==> src/design/hbci_segment_tokenizer_unit_macros.svh <==
// assertion helpers for the tokenizer top module
`ifndef HBCI_SEGMENT_TOKENIZER_UNIT_MACROS_SVH
`define HBCI_SEGMENT_TOKENIZER_UNIT_MACROS_SVH

// same-cycle implication
`define HBST_ASSERT_NOW(label, clk, rst, ante, cons) \
   label: assert property (@(posedge clk) disable iff (rst) (ante) |-> (cons)) \
      else $error("hbst assertion failed");

// next-cycle implication
`define HBST_ASSERT_NEXT(label, clk, rst, ante, cons) \
   label: assert property (@(posedge clk) disable iff (rst) (ante) |=> (cons)) \
      else $error("hbst assertion failed");

`endif

==> src/design/hbst_pkg.sv <==
package hbst_pkg;

   localparam int LEN_WIDTH   = 24;
   localparam int INDEX_WIDTH = 8;
   localparam int SEG_WIDTH   = 16;
   localparam int CNT_WIDTH   = 24;
   localparam int HDR_WIDTH   = 16;
   localparam int HDR_COUNT   = 3;

   localparam int QUEUE_DEPTH = 2;
   localparam int QPTR_WIDTH  = (QUEUE_DEPTH > 1) ? $clog2(QUEUE_DEPTH) : 1;
   localparam int QCNT_WIDTH  = $clog2(QUEUE_DEPTH + 1);

   localparam logic [LEN_WIDTH-1:0]   LEN_MAX = '1;
   localparam logic [INDEX_WIDTH-1:0] IDX_MAX = '1;
   localparam logic [SEG_WIDTH-1:0]   SEG_MAX = '1;
   localparam logic [CNT_WIDTH-1:0]   CNT_MAX = '1;
   localparam logic [HDR_WIDTH-1:0]   HDR_MAX = '1;

   localparam logic [7:0] CHR_QUOTE = 8'h27;
   localparam logic [7:0] CHR_PLUS  = 8'h2b;
   localparam logic [7:0] CHR_COLON = 8'h3a;
   localparam logic [7:0] CHR_QUEST = 8'h3f;
   localparam logic [7:0] CHR_AT    = 8'h40;
   localparam logic [7:0] CHR_ZERO  = 8'h30;
   localparam logic [7:0] CHR_NINE  = 8'h39;
   localparam logic [7:0] CHR_NUL   = 8'h00;

   typedef enum logic [2:0] {
      CLS_COLON,
      CLS_PLUS,
      CLS_QUOTE,
      CLS_NUL,
      CLS_QUEST,
      CLS_AT,
      CLS_DIGIT,
      CLS_OTHER
   } hbst_class_type;

   typedef enum logic [2:0] {
      MODE_BOUND,
      MODE_START,
      MODE_TEXT,
      MODE_ESC,
      MODE_BLEN,
      MODE_BDATA,
      MODE_ABIN,
      MODE_HALT
   } hbst_mode_type;

   typedef enum logic [3:0] {
      EV_TEXT  = 4'd0,
      EV_BIN   = 4'd1,
      EV_ELEM  = 4'd2,
      EV_GROUP = 4'd3,
      EV_SEG   = 4'd4,
      EV_MARK  = 4'd5,
      EV_OK    = 4'd6,
      EV_ERR   = 4'd7,
      EV_IGN   = 4'd8
   } hbst_event_type;

   typedef enum logic [2:0] {
      ERR_NONE    = 3'd0,
      ERR_ESC_END = 3'd1,
      ERR_NO_DELIM = 3'd2,
      ERR_BAD_LEN = 3'd3,
      ERR_BAD_BYTE = 3'd4
   } hbst_error_type;

   typedef struct packed {
      logic [7:0]     data;
      logic           last;
      hbst_class_type cls;
      logic [3:0]     digit;
   } hbst_token_type;

   typedef struct packed {
      hbst_event_type                        event_res;
      logic [7:0]                            out_byte;
      logic [SEG_WIDTH-1:0]                  segment_index;
      logic [7:0]                            group_index;
      logic [7:0]                            element_index;
      hbst_error_type                        error_code;
      logic [HDR_COUNT-1:0][HDR_WIDTH-1:0]   hdr;
      logic [CNT_WIDTH-1:0]                  consumed;
   } hbst_result_type;

   function automatic hbst_class_type hbst_classify(input logic [7:0] b);
      hbst_class_type c;
      c = CLS_OTHER;
      if (b == CHR_COLON) c = CLS_COLON;
      else if (b == CHR_PLUS) c = CLS_PLUS;
      else if (b == CHR_QUOTE) c = CLS_QUOTE;
      else if (b == CHR_NUL) c = CLS_NUL;
      else if (b == CHR_QUEST) c = CLS_QUEST;
      else if (b == CHR_AT) c = CLS_AT;
      else if (b >= CHR_ZERO && b <= CHR_NINE) c = CLS_DIGIT;
      return c;
   endfunction

endpackage

==> src/design/hbci_segment_tokenizer_unit.sv <==
// a byte taken into the token queue is decoded from the queue head by the back end, and its
// event is registered into the result queue, which then clears empty for the pop side
// throughput: one byte per cycle as long as the result queue has room; a full result queue stalls the back end
// a two-entry token queue and a two-entry result queue decouple push from pop
// reset: synchronous, active high; empties both queues and returns the parser to
// a segment boundary with all counters and header values cleared
`include "hbci_segment_tokenizer_unit_macros.svh"

module hbci_segment_tokenizer_unit (
   input  logic        clock,
   input  logic        reset,
   input  logic [7:0]  req_data_byte,
   input  logic        req_last_byte,
   input  logic        push,
   output logic        full,
   output logic [3:0]  rsp_event_res,
   output logic [7:0]  rsp_out_byte,
   output logic [15:0] rsp_segment_index,
   output logic [7:0]  rsp_group_index,
   output logic [7:0]  rsp_element_index,
   output logic [2:0]  rsp_error_code,
   output logic [15:0] rsp_seg_number,
   output logic [15:0] rsp_seg_version,
   output logic [15:0] rsp_ref_number,
   output logic [23:0] rsp_consumed,
   output logic        empty,
   input  logic        pop
);
   import hbst_pkg::*;

   hbst_token_type  tok_head;
   logic            tok_valid;
   logic            tok_take;
   hbst_result_type res;
   logic            res_push;
   logic            res_full;
   hbst_result_type rsp_head;

   hbst_front u_front (
      .clock         (clock),
      .reset         (reset),
      .req_data_byte (req_data_byte),
      .req_last_byte (req_last_byte),
      .push          (push),
      .full          (full),
      .tok_head      (tok_head),
      .tok_valid     (tok_valid),
      .tok_take      (tok_take)
   );

   hbst_back u_back (
      .clock     (clock),
      .reset     (reset),
      .tok_head  (tok_head),
      .tok_valid (tok_valid),
      .tok_take  (tok_take),
      .res       (res),
      .res_push  (res_push),
      .res_full  (res_full)
   );

   hbst_out_queue u_out_queue (
      .clock    (clock),
      .reset    (reset),
      .res      (res),
      .res_push (res_push),
      .res_full (res_full),
      .rsp_head (rsp_head),
      .empty    (empty),
      .pop      (pop)
   );

   assign rsp_event_res     = rsp_head.event_res;
   assign rsp_out_byte      = rsp_head.out_byte;
   assign rsp_segment_index = rsp_head.segment_index;
   assign rsp_group_index   = rsp_head.group_index;
   assign rsp_element_index = rsp_head.element_index;
   assign rsp_error_code    = rsp_head.error_code;
   assign rsp_seg_number    = rsp_head.hdr[0];
   assign rsp_seg_version   = rsp_head.hdr[1];
   assign rsp_ref_number    = rsp_head.hdr[2];
   assign rsp_consumed      = rsp_head.consumed;

   `HBST_ASSERT_NEXT(a_reset_empties, clock, 1'b0, reset, empty)
   `HBST_ASSERT_NOW(a_err_code_pairs, clock, reset, !empty, (rsp_event_res == EV_ERR) == (rsp_error_code != ERR_NONE))
   `HBST_ASSERT_NOW(a_consumed_only_ok, clock, reset, !empty && rsp_event_res != EV_OK, rsp_consumed == '0)
   `HBST_ASSERT_NOW(a_byte_only_payload, clock, reset, !empty && rsp_event_res != EV_TEXT && rsp_event_res != EV_BIN, rsp_out_byte == '0)

endmodule

==> src/design/hbst_front.sv <==
module hbst_front (
   input  logic                    clock,
   input  logic                    reset,
   input  logic [7:0]              req_data_byte,
   input  logic                    req_last_byte,
   input  logic                    push,
   output logic                    full,
   output hbst_pkg::hbst_token_type tok_head,
   output logic                    tok_valid,
   input  logic                    tok_take
);
   import hbst_pkg::*;

   hbst_token_type          slot_ff [QUEUE_DEPTH];
   hbst_token_type          slot_in;
   logic [QPTR_WIDTH-1:0]   wr_ptr_ff, wr_ptr_in;
   logic [QPTR_WIDTH-1:0]   rd_ptr_ff, rd_ptr_in;
   logic [QCNT_WIDTH-1:0]   count_ff, count_in;
   logic                    wr_en;
   logic                    rd_en;
   logic [7:0]              digit_off;

   assign full      = (count_ff == QCNT_WIDTH'(QUEUE_DEPTH));
   assign tok_valid = (count_ff != '0);
   assign tok_head  = slot_ff[rd_ptr_ff];
   assign wr_en     = push && !full;
   assign rd_en     = tok_take && tok_valid;

   // classify at the door so the back end decodes a class code rather than the raw byte
   assign digit_off = req_data_byte - CHR_ZERO;
   always_comb begin
      slot_in.data  = req_data_byte;
      slot_in.last  = req_last_byte;
      slot_in.cls   = hbst_classify(req_data_byte);
      slot_in.digit = digit_off[3:0];
   end

   always_comb begin
      wr_ptr_in = wr_ptr_ff;
      rd_ptr_in = rd_ptr_ff;
      count_in  = count_ff;
      if (wr_en) begin
         wr_ptr_in = (wr_ptr_ff == QPTR_WIDTH'(QUEUE_DEPTH - 1)) ? '0 : wr_ptr_ff + 1'b1;
      end
      if (rd_en) begin
         rd_ptr_in = (rd_ptr_ff == QPTR_WIDTH'(QUEUE_DEPTH - 1)) ? '0 : rd_ptr_ff + 1'b1;
      end
      if (wr_en && !rd_en) count_in = count_ff + 1'b1;
      else if (rd_en && !wr_en) count_in = count_ff - 1'b1;
   end

   always_ff @(posedge clock) begin
      if (reset) begin
         wr_ptr_ff <= '0;
         rd_ptr_ff <= '0;
         count_ff  <= '0;
      end else begin
         wr_ptr_ff <= wr_ptr_in;
         rd_ptr_ff <= rd_ptr_in;
         count_ff  <= count_in;
      end
   end

   always_ff @(posedge clock) begin
      if (wr_en) begin
         slot_ff[wr_ptr_ff] <= slot_in;
      end
   end

endmodule

==> src/design/hbst_back.sv <==
module hbst_back (
   input  logic                      clock,
   input  logic                      reset,
   input  hbst_pkg::hbst_token_type  tok_head,
   input  logic                      tok_valid,
   output logic                      tok_take,
   output hbst_pkg::hbst_result_type res,
   output logic                      res_push,
   input  logic                      res_full
);
   import hbst_pkg::*;

   hbst_mode_type                       mode_ff, mode_in;
   logic [LEN_WIDTH-1:0]                bin_rem_ff, bin_rem_in;
   logic [LEN_WIDTH-1:0]                bin_len_ff, bin_len_in;
   logic [SEG_WIDTH-1:0]                seg_cnt_ff, seg_cnt_in;
   logic [INDEX_WIDTH-1:0]              grp_cnt_ff, grp_cnt_in;
   logic [INDEX_WIDTH-1:0]              elm_cnt_ff, elm_cnt_in;
   logic [HDR_WIDTH-1:0]                hdr_acc_ff, hdr_acc_in;
   logic [HDR_COUNT-1:0][HDR_WIDTH-1:0] hdr_val_ff, hdr_val_in;
   logic [CNT_WIDTH-1:0]                byte_cnt_ff, byte_cnt_in;

   logic                                fire;
   logic                                hdr_slot;
   logic [HDR_COUNT-1:0][HDR_WIDTH-1:0] hdr_close;
   logic [HDR_WIDTH+3:0]                hdr_wide;
   logic [HDR_WIDTH-1:0]                hdr_digit;
   logic [LEN_WIDTH+3:0]                len_wide;
   logic [LEN_WIDTH-1:0]                len_digit;
   logic [LEN_WIDTH-1:0]                rem_dec;
   logic [INDEX_WIDTH-1:0]              elm_inc;
   logic [INDEX_WIDTH-1:0]              grp_inc;
   logic [CNT_WIDTH-1:0]                byte_inc;

   hbst_event_type                      ev;
   hbst_error_type                      err;
   logic [7:0]                          ob;
   logic [CNT_WIDTH-1:0]                cons;
   logic [HDR_COUNT-1:0][HDR_WIDTH-1:0] hv;
   logic                                counts;

   assign fire     = tok_valid && !res_full;
   assign tok_take = fire;
   assign res_push = fire;

   // header elements two to four live in group 0
   assign hdr_slot = (grp_cnt_ff == '0) && (elm_cnt_ff >= INDEX_WIDTH'(1))
                     && (elm_cnt_ff <= INDEX_WIDTH'(HDR_COUNT));

   always_comb begin
      for (int i = 0; i < HDR_COUNT; i++) begin
         hdr_close[i] = (hdr_slot && elm_cnt_ff == INDEX_WIDTH'(i + 1)) ? hdr_acc_ff
                                                                       : hdr_val_ff[i];
      end
   end

   assign hdr_wide  = (HDR_WIDTH+4)'(hdr_acc_ff) * (HDR_WIDTH+4)'(10)
                      + (HDR_WIDTH+4)'(tok_head.digit);
   assign hdr_digit = (hdr_wide > (HDR_WIDTH+4)'(HDR_MAX)) ? HDR_MAX
                                                            : hdr_wide[HDR_WIDTH-1:0];
   assign len_wide  = (LEN_WIDTH+4)'(bin_len_ff) * (LEN_WIDTH+4)'(10)
                      + (LEN_WIDTH+4)'(tok_head.digit);
   assign len_digit = (len_wide > (LEN_WIDTH+4)'(LEN_MAX)) ? LEN_MAX
                                                            : len_wide[LEN_WIDTH-1:0];
   assign rem_dec   = (bin_rem_ff != '0) ? bin_rem_ff - 1'b1 : bin_rem_ff;
   assign elm_inc   = (elm_cnt_ff == IDX_MAX) ? elm_cnt_ff : elm_cnt_ff + 1'b1;
   assign grp_inc   = (grp_cnt_ff == IDX_MAX) ? grp_cnt_ff : grp_cnt_ff + 1'b1;
   assign byte_inc  = (byte_cnt_ff == CNT_MAX) ? byte_cnt_ff : byte_cnt_ff + 1'b1;

   always_comb begin
      mode_in     = mode_ff;
      bin_rem_in  = bin_rem_ff;
      bin_len_in  = bin_len_ff;
      seg_cnt_in  = seg_cnt_ff;
      grp_cnt_in  = grp_cnt_ff;
      elm_cnt_in  = elm_cnt_ff;
      hdr_acc_in  = hdr_acc_ff;
      hdr_val_in  = hdr_val_ff;
      byte_cnt_in = byte_cnt_ff;
      ev          = EV_IGN;
      err         = ERR_NONE;
      ob          = '0;
      cons        = '0;
      hv          = '0;
      counts      = 1'b1;

      unique case (mode_ff)
         MODE_HALT: begin
            counts = 1'b0;
         end
         MODE_BDATA: begin
            ev         = EV_BIN;
            ob         = tok_head.data;
            bin_rem_in = rem_dec;
            if (tok_head.last) begin
               err = (rem_dec != '0) ? ERR_BAD_LEN : ERR_NO_DELIM;
            end else if (rem_dec == '0) begin
               mode_in = MODE_ABIN;
            end
         end
         MODE_ESC: begin
            if (tok_head.cls == CLS_NUL) begin
               err = ERR_ESC_END;
            end else begin
               ev      = EV_TEXT;
               ob      = tok_head.data;
               mode_in = MODE_TEXT;
               if (tok_head.cls == CLS_DIGIT && hdr_slot) hdr_acc_in = hdr_digit;
               if (tok_head.last) err = ERR_NO_DELIM;
            end
         end
         MODE_BLEN: begin
            if (tok_head.cls == CLS_DIGIT) begin
               ev         = EV_MARK;
               bin_len_in = len_digit;
               if (tok_head.last) err = ERR_BAD_LEN;
            end else if (tok_head.cls == CLS_AT) begin
               ev         = EV_MARK;
               bin_len_in = '0;
               if (tok_head.last) begin
                  err = (bin_len_ff != '0) ? ERR_BAD_LEN : ERR_NO_DELIM;
               end else if (bin_len_ff != '0) begin
                  bin_rem_in = bin_len_ff;
                  mode_in    = MODE_BDATA;
               end else begin
                  mode_in = MODE_ABIN;
               end
            end else begin
               err = ERR_BAD_LEN;
            end
         end
         MODE_BOUND, MODE_START, MODE_TEXT, MODE_ABIN: begin
            priority if (tok_head.cls == CLS_COLON) begin
               ev         = EV_ELEM;
               hdr_val_in = hdr_close;
               hdr_acc_in = '0;
               elm_cnt_in = elm_inc;
               mode_in    = MODE_START;
               if (tok_head.last) err = ERR_NO_DELIM;
            end else if (tok_head.cls == CLS_PLUS) begin
               ev         = EV_GROUP;
               hdr_val_in = hdr_close;
               hdr_acc_in = '0;
               grp_cnt_in = grp_inc;
               elm_cnt_in = '0;
               mode_in    = MODE_START;
               if (tok_head.last) err = ERR_NO_DELIM;
            end else if (tok_head.cls == CLS_QUOTE) begin
               hv         = hdr_close;
               hdr_val_in = '0;
               hdr_acc_in = '0;
               seg_cnt_in = (seg_cnt_ff == SEG_MAX) ? seg_cnt_ff : seg_cnt_ff + 1'b1;
               grp_cnt_in = '0;
               elm_cnt_in = '0;
               mode_in    = MODE_BOUND;
               if (tok_head.last) begin
                  ev   = EV_OK;
                  cons = byte_inc;
               end else begin
                  ev = EV_SEG;
               end
            end else if (mode_ff == MODE_ABIN) begin
               err = ERR_BAD_BYTE;
            end else if (tok_head.cls == CLS_NUL) begin
               if (mode_ff == MODE_BOUND) begin
                  // early message end: halt without counting the zero byte
                  ev      = EV_OK;
                  cons    = byte_cnt_ff;
                  mode_in = MODE_HALT;
                  counts  = 1'b0;
               end else begin
                  err = ERR_NO_DELIM;
               end
            end else if (tok_head.cls == CLS_QUEST) begin
               ev      = EV_MARK;
               mode_in = MODE_ESC;
               if (tok_head.last) err = ERR_ESC_END;
            end else if (tok_head.cls == CLS_AT && mode_ff != MODE_TEXT) begin
               ev         = EV_MARK;
               bin_len_in = '0;
               mode_in    = MODE_BLEN;
               if (tok_head.last) err = ERR_BAD_LEN;
            end else begin
               ev      = EV_TEXT;
               ob      = tok_head.data;
               mode_in = MODE_TEXT;
               if (tok_head.cls == CLS_DIGIT && hdr_slot) hdr_acc_in = hdr_digit;
               if (tok_head.last) err = ERR_NO_DELIM;
            end
         end
      endcase

      if (err != ERR_NONE) begin
         ev      = EV_ERR;
         ob      = '0;
         cons    = '0;
         hv      = '0;
         mode_in = MODE_HALT;
      end else if (counts) begin
         byte_cnt_in = byte_inc;
      end

      // final byte of the buffer returns everything to the idle values
      if (tok_head.last) begin
         mode_in     = MODE_BOUND;
         bin_rem_in  = '0;
         bin_len_in  = '0;
         seg_cnt_in  = '0;
         grp_cnt_in  = '0;
         elm_cnt_in  = '0;
         hdr_acc_in  = '0;
         hdr_val_in  = '0;
         byte_cnt_in = '0;
      end

      res.event_res     = ev;
      res.out_byte      = ob;
      res.segment_index = seg_cnt_ff;
      res.group_index   = 8'(grp_cnt_ff);
      res.element_index = 8'(elm_cnt_ff);
      res.error_code    = err;
      res.hdr           = hv;
      res.consumed      = cons;
   end

   always_ff @(posedge clock) begin
      if (reset) begin
         mode_ff     <= MODE_BOUND;
         bin_rem_ff  <= '0;
         bin_len_ff  <= '0;
         seg_cnt_ff  <= '0;
         grp_cnt_ff  <= '0;
         elm_cnt_ff  <= '0;
         hdr_acc_ff  <= '0;
         hdr_val_ff  <= '0;
         byte_cnt_ff <= '0;
      end else if (fire) begin
         mode_ff     <= mode_in;
         bin_rem_ff  <= bin_rem_in;
         bin_len_ff  <= bin_len_in;
         seg_cnt_ff  <= seg_cnt_in;
         grp_cnt_ff  <= grp_cnt_in;
         elm_cnt_ff  <= elm_cnt_in;
         hdr_acc_ff  <= hdr_acc_in;
         hdr_val_ff  <= hdr_val_in;
         byte_cnt_ff <= byte_cnt_in;
      end
   end

endmodule

==> src/design/hbst_out_queue.sv <==
module hbst_out_queue (
   input  logic                      clock,
   input  logic                      reset,
   input  hbst_pkg::hbst_result_type res,
   input  logic                      res_push,
   output logic                      res_full,
   output hbst_pkg::hbst_result_type rsp_head,
   output logic                      empty,
   input  logic                      pop
);
   import hbst_pkg::*;

   hbst_result_type         slot_ff [QUEUE_DEPTH];
   logic [QPTR_WIDTH-1:0]   wr_ptr_ff, wr_ptr_in;
   logic [QPTR_WIDTH-1:0]   rd_ptr_ff, rd_ptr_in;
   logic [QCNT_WIDTH-1:0]   count_ff, count_in;
   logic                    wr_en;
   logic                    rd_en;

   assign res_full = (count_ff == QCNT_WIDTH'(QUEUE_DEPTH));
   assign empty    = (count_ff == '0);
   assign rsp_head = slot_ff[rd_ptr_ff];
   assign wr_en    = res_push && !res_full;
   assign rd_en    = pop && !empty;

   always_comb begin
      wr_ptr_in = wr_ptr_ff;
      rd_ptr_in = rd_ptr_ff;
      count_in  = count_ff;
      if (wr_en) begin
         wr_ptr_in = (wr_ptr_ff == QPTR_WIDTH'(QUEUE_DEPTH - 1)) ? '0 : wr_ptr_ff + 1'b1;
      end
      if (rd_en) begin
         rd_ptr_in = (rd_ptr_ff == QPTR_WIDTH'(QUEUE_DEPTH - 1)) ? '0 : rd_ptr_ff + 1'b1;
      end
      if (wr_en && !rd_en) count_in = count_ff + 1'b1;
      else if (rd_en && !wr_en) count_in = count_ff - 1'b1;
   end

   always_ff @(posedge clock) begin
      if (reset) begin
         wr_ptr_ff <= '0;
         rd_ptr_ff <= '0;
         count_ff  <= '0;
      end else begin
         wr_ptr_ff <= wr_ptr_in;
         rd_ptr_ff <= rd_ptr_in;
         count_ff  <= count_in;
      end
   end

   always_ff @(posedge clock) begin
      if (wr_en) begin
         slot_ff[wr_ptr_ff] <= res;
      end
   end

endmodule
==> config.mk <==
export PLATFORM = sky130hd
export DESIGN_NAME = hbci_segment_tokenizer_unit
export DESIGN_NICKNAME = d
export VERILOG_FILES = /design/src/design/hbst_pkg.sv /design/src/design/hbci_segment_tokenizer_unit.sv /design/src/design/hbst_front.sv /design/src/design/hbst_back.sv /design/src/design/hbst_out_queue.sv
export VERILOG_INCLUDE_DIRS = /design/src /design/src/design
export SDC_FILE = /design/constraint.sdc
export NUM_CORES = 1
export LEC_CHECK = 0
export BUFFER_PORTS_ARGS = -buffer_cell sky130_fd_sc_hd__buf_4
export CAP_MARGIN = 15
export CORE_ASPECT_RATIO = 0.5
export CORE_UTILIZATION = 44
export DETAILED_ROUTE_END_ITERATION = 7
export GPL_ROUTABILITY_DRIVEN = 1
export HOLD_SLACK_MARGIN = 0.15
export PLACE_DENSITY = 0.67
export RECOVER_POWER = 50
export SYNTH_ARGS = -nofsm -noshare
export SYNTH_HDL_FRONTEND = slang
export SYNTH_HIERARCHICAL = 1
export SYNTH_SLANG_ARGS = --single-unit
==> constraint.sdc <==
create_clock -name clock -period 5.09 [get_ports clock]
set_input_delay 0.7635 -clock clock [delete_from_list [all_inputs] [get_ports clock]]
set_output_delay 0.7635 -clock clock [all_outputs]
set_load 0.05 [all_outputs]
==> flow_summary.yaml <==
final_layout:
  num_antenna_cells: 0
  fill_cells: 4727
  fin_cells: 3085
  final_nets: 2456
  mostFrequentLayoutCells: "edfxtp_1, nor2_1, nand2_1"
  layout_commonest_cell: "edfxtp_1"
  drive_above_1_share_pct: 14.9
  syn2layout_area_growth_pct: 11.8
  final_core_util_pct: 50.1
floorplanning:
  fp.dieH_um: 165
  io_pins: 134
  core_area_sq_um: 52200
  die_x_um: 328
  rows: 59
  die_area_sq_um: 54100
  start_util_pct: 44.8
run:
  max_cap_violations: 4
status:
  failed_checks: "max-capacitance violations, max-slew violations"
  outcome: "finished with violations"
grt:
  antenna_found_initial: 0
  grt_pass1_vias: 16900
  grt_pass1_wl_um: 90500
  grt_max_degree: 78
  gr-total-overflow: 0
  grt_usage_pct: 20.6
clock_tree:
  cts_repair_resize_count: 0
  htreeDepth: 2
  cts_buffer_depth: 3
  numCtsBuffers: 43
  root_buffer: "clkbuf_16"
  post_cts_buffers: 0
  cts_hold_buf: 0
  clkSinkCount: 443
  clkTransAtPathRegs_ns: 0.07
  cts_tree: "yes"
  insertion_delay_ns: 0.57
logic_synthesis:
  async_reset_ff_share_pct: 0
  ys_seq_elements: 443
  dominantRegCellSynth: "edfxtp_1"
  yosys_warnings: 6
  synth_area_leaders: "edfxtp_1, dfxtp_1, mux2_2"
  synth_seq_area_share_pct: 49.2
  syn_area_sq_um: 23400
  synth_top_area_share_pct: 33.7
  ys_types: 107
  synthCells: 2270
  synth_area_per_cell_sq_um: 10.3
  netlist.top_cell.by_area: "edfxtp_1"
  synth_nets: 2377
  synth_edf_count: 262
sta:
  slew_violations: 233
  timing.setup.tns_ns: 0
  period_minus_slack_ns: 4.26
  rsz0062_at_grt: "no"
  finalCritPeriodShare_pct: 83.6
  setup_viol: 0
  whs_ns: 0.474
  setup_ws_ns: 0.834
  worst_pin_slew_ns: 3.92
  timing.fmax_ghz: 0.235
  hold_viol: 0
  skew_ns: 0.0301
  maxSlewHeadroom_pct: -161
worst_setup_path:
  cp_slowest_cell: "or4_1"
  start_kind: "register"
  rrSetupSlack_ns: 0.83
  crit_chain: "mux2_1 -> and2b_1 -> a21oi_1 -> o2bb2ai_1 -> nor3b_1 -> o21ai_1 -> or4_1 -> or2_0 -> nor3_4 -> a221o_1"
  endpoint_kind: "register"
  arrival_ns: 4.76
  r2r_end: "u_back/bin_len_ff[21]"
  critical_path.top_delay_family: "simple AND/OR/NAND/NOR gates"
  cp_data_required_time_ns: 5.59
  cpPeakStageDelay_ns: 0.74
  critical_path_buf_inv_count: 0
  worstSetupEndpoint: "u_back/bin_len_ff[21]"
  critPathKind: "reg2reg"
  cp.depth: 10
  r2r_cells: 10
  crit_fanout: 24
power:
  peakVddDrop_mv: 0.726
  power.leakage_nw: 9.53
  p_per_area_nw_per_um2: 670
route:
  vias: 17800
  drt_iter0_markers: 1453
  avgRoutedWirePerCell_um: 18.4
  wl_um: 56800
  ant_nets: 0
  drtPass1Iterations: 6
  drc_errors: 0
  vias_per_cell: 5.77
placement:
  hpwl_um: 38600
  dp_slack_ns: 1.02
  gp_congestion: 0.889
  port_buffers: 133
  dp_cells: 3005
worst_hold_path:
  hp-class: "in2reg"
cells in the mapped netlist (all sizes together) (36+ instances only):
cell    number
inv         44
nor3        64
nand2      185
clkbuf      83
nand3       51
mux2       134
xor2        36
nor2       259
or3         38
xnor2       54
a21o        40
a21oi      158
o21ai      124
a22oi       71
dfxtp      181
edfxtp     262
ha          90
buf         44
per-layer routing:
| metal | part of all wire (%) | global-route usage (%) |
|---|---|---|
| met3 | 4.7 | 2.83 |
| met1 | 46 | 28.1 |
| met2 | 48 | 34.5 |
| met4 | 1.7 | 4.99 |
| met5 | 0 | 0 |
cell families (layout without fill, tap and decap cells):
family,Yosys count,count (layout),synth area share (%)
buf+inv,173,287,3.47
xor+xnor,90,90,3.37
compound gates,538,538,15.1
simple gates,775,775,16.3
fa+ha+maj,94,94,5.16
mux,157,157,7.45
flops,443,443,49.2
metrics by stage:
step / area (sq um) / total power, W
finish: 26100 / 0.0175
global route: 26100 / 0.0162
CTS: 26300 / 0.0172
detailed placement: 24900 / 0.0139
global placement: 24900 / 0.0139
floorplan: 23400 / 0.0118
worst min-delay path by stage:
stage,start,endpoint,slack [ns],depth (start not counted)
floorplan,u_back/elm_cnt_ff[3],u_out_queue/slot_ff[0][78],0.42,0
global placement,u_front/wr_ptr_ff,u_front/wr_ptr_ff,0.47,2
detailed placement,u_back/hdr_val_ff[20],u_back/hdr_val_ff[20],0.48,2
CTS,req_last_byte,u_front/slot_ff[1][7],0.40,1
global route,req_last_byte,u_front/slot_ff[0][7],0.46,1
finish,req_last_byte,u_front/slot_ff[0][7],0.47,1
sequential cells by signal, summed over array words and instances, names as in the netlist, 8 cells and up, named ones only:
name                 cells
u_out_queue/slot_ff    238
u_back/hdr_val_ff       48
u_back/bin_len_ff       24
u_back/bin_rem_ff       24
u_back/byte_cnt_ff      24
u_front/slot_ff         24
u_back/hdr_acc_ff       16
u_back/seg_cnt_ff       16
u_back/elm_cnt_ff        8
u_back/grp_cnt_ff        8
final cells by class:
| cell class | instances | area (sq um) | area share (%) |
|---|---|---|---|
| clock inverter | 23 | 203 | 0.776 |
| tap | 701 | 877 | 3.36 |
| timing repair buffer | 161 | 1060 | 4.08 |
| inverter | 46 | 175 | 0.671 |
| multi-input combinational | 1654 | 11100 | 42.4 |
| sequential | 443 | 11500 | 44.0 |
| clock buffer | 57 | 1240 | 4.76 |
where the power goes:
group          leakage, nW  switching, W  total (W)  internal, W
Clock                0.706       0.00142    0.00322      0.00180
Combinational         4.90       0.00617    0.00922      0.00305
Sequential            3.92      0.000377    0.00507      0.00469
Total                 9.53       0.00796     0.0175      0.00954
No activity file was read; power rests on OpenSTA's default activity.
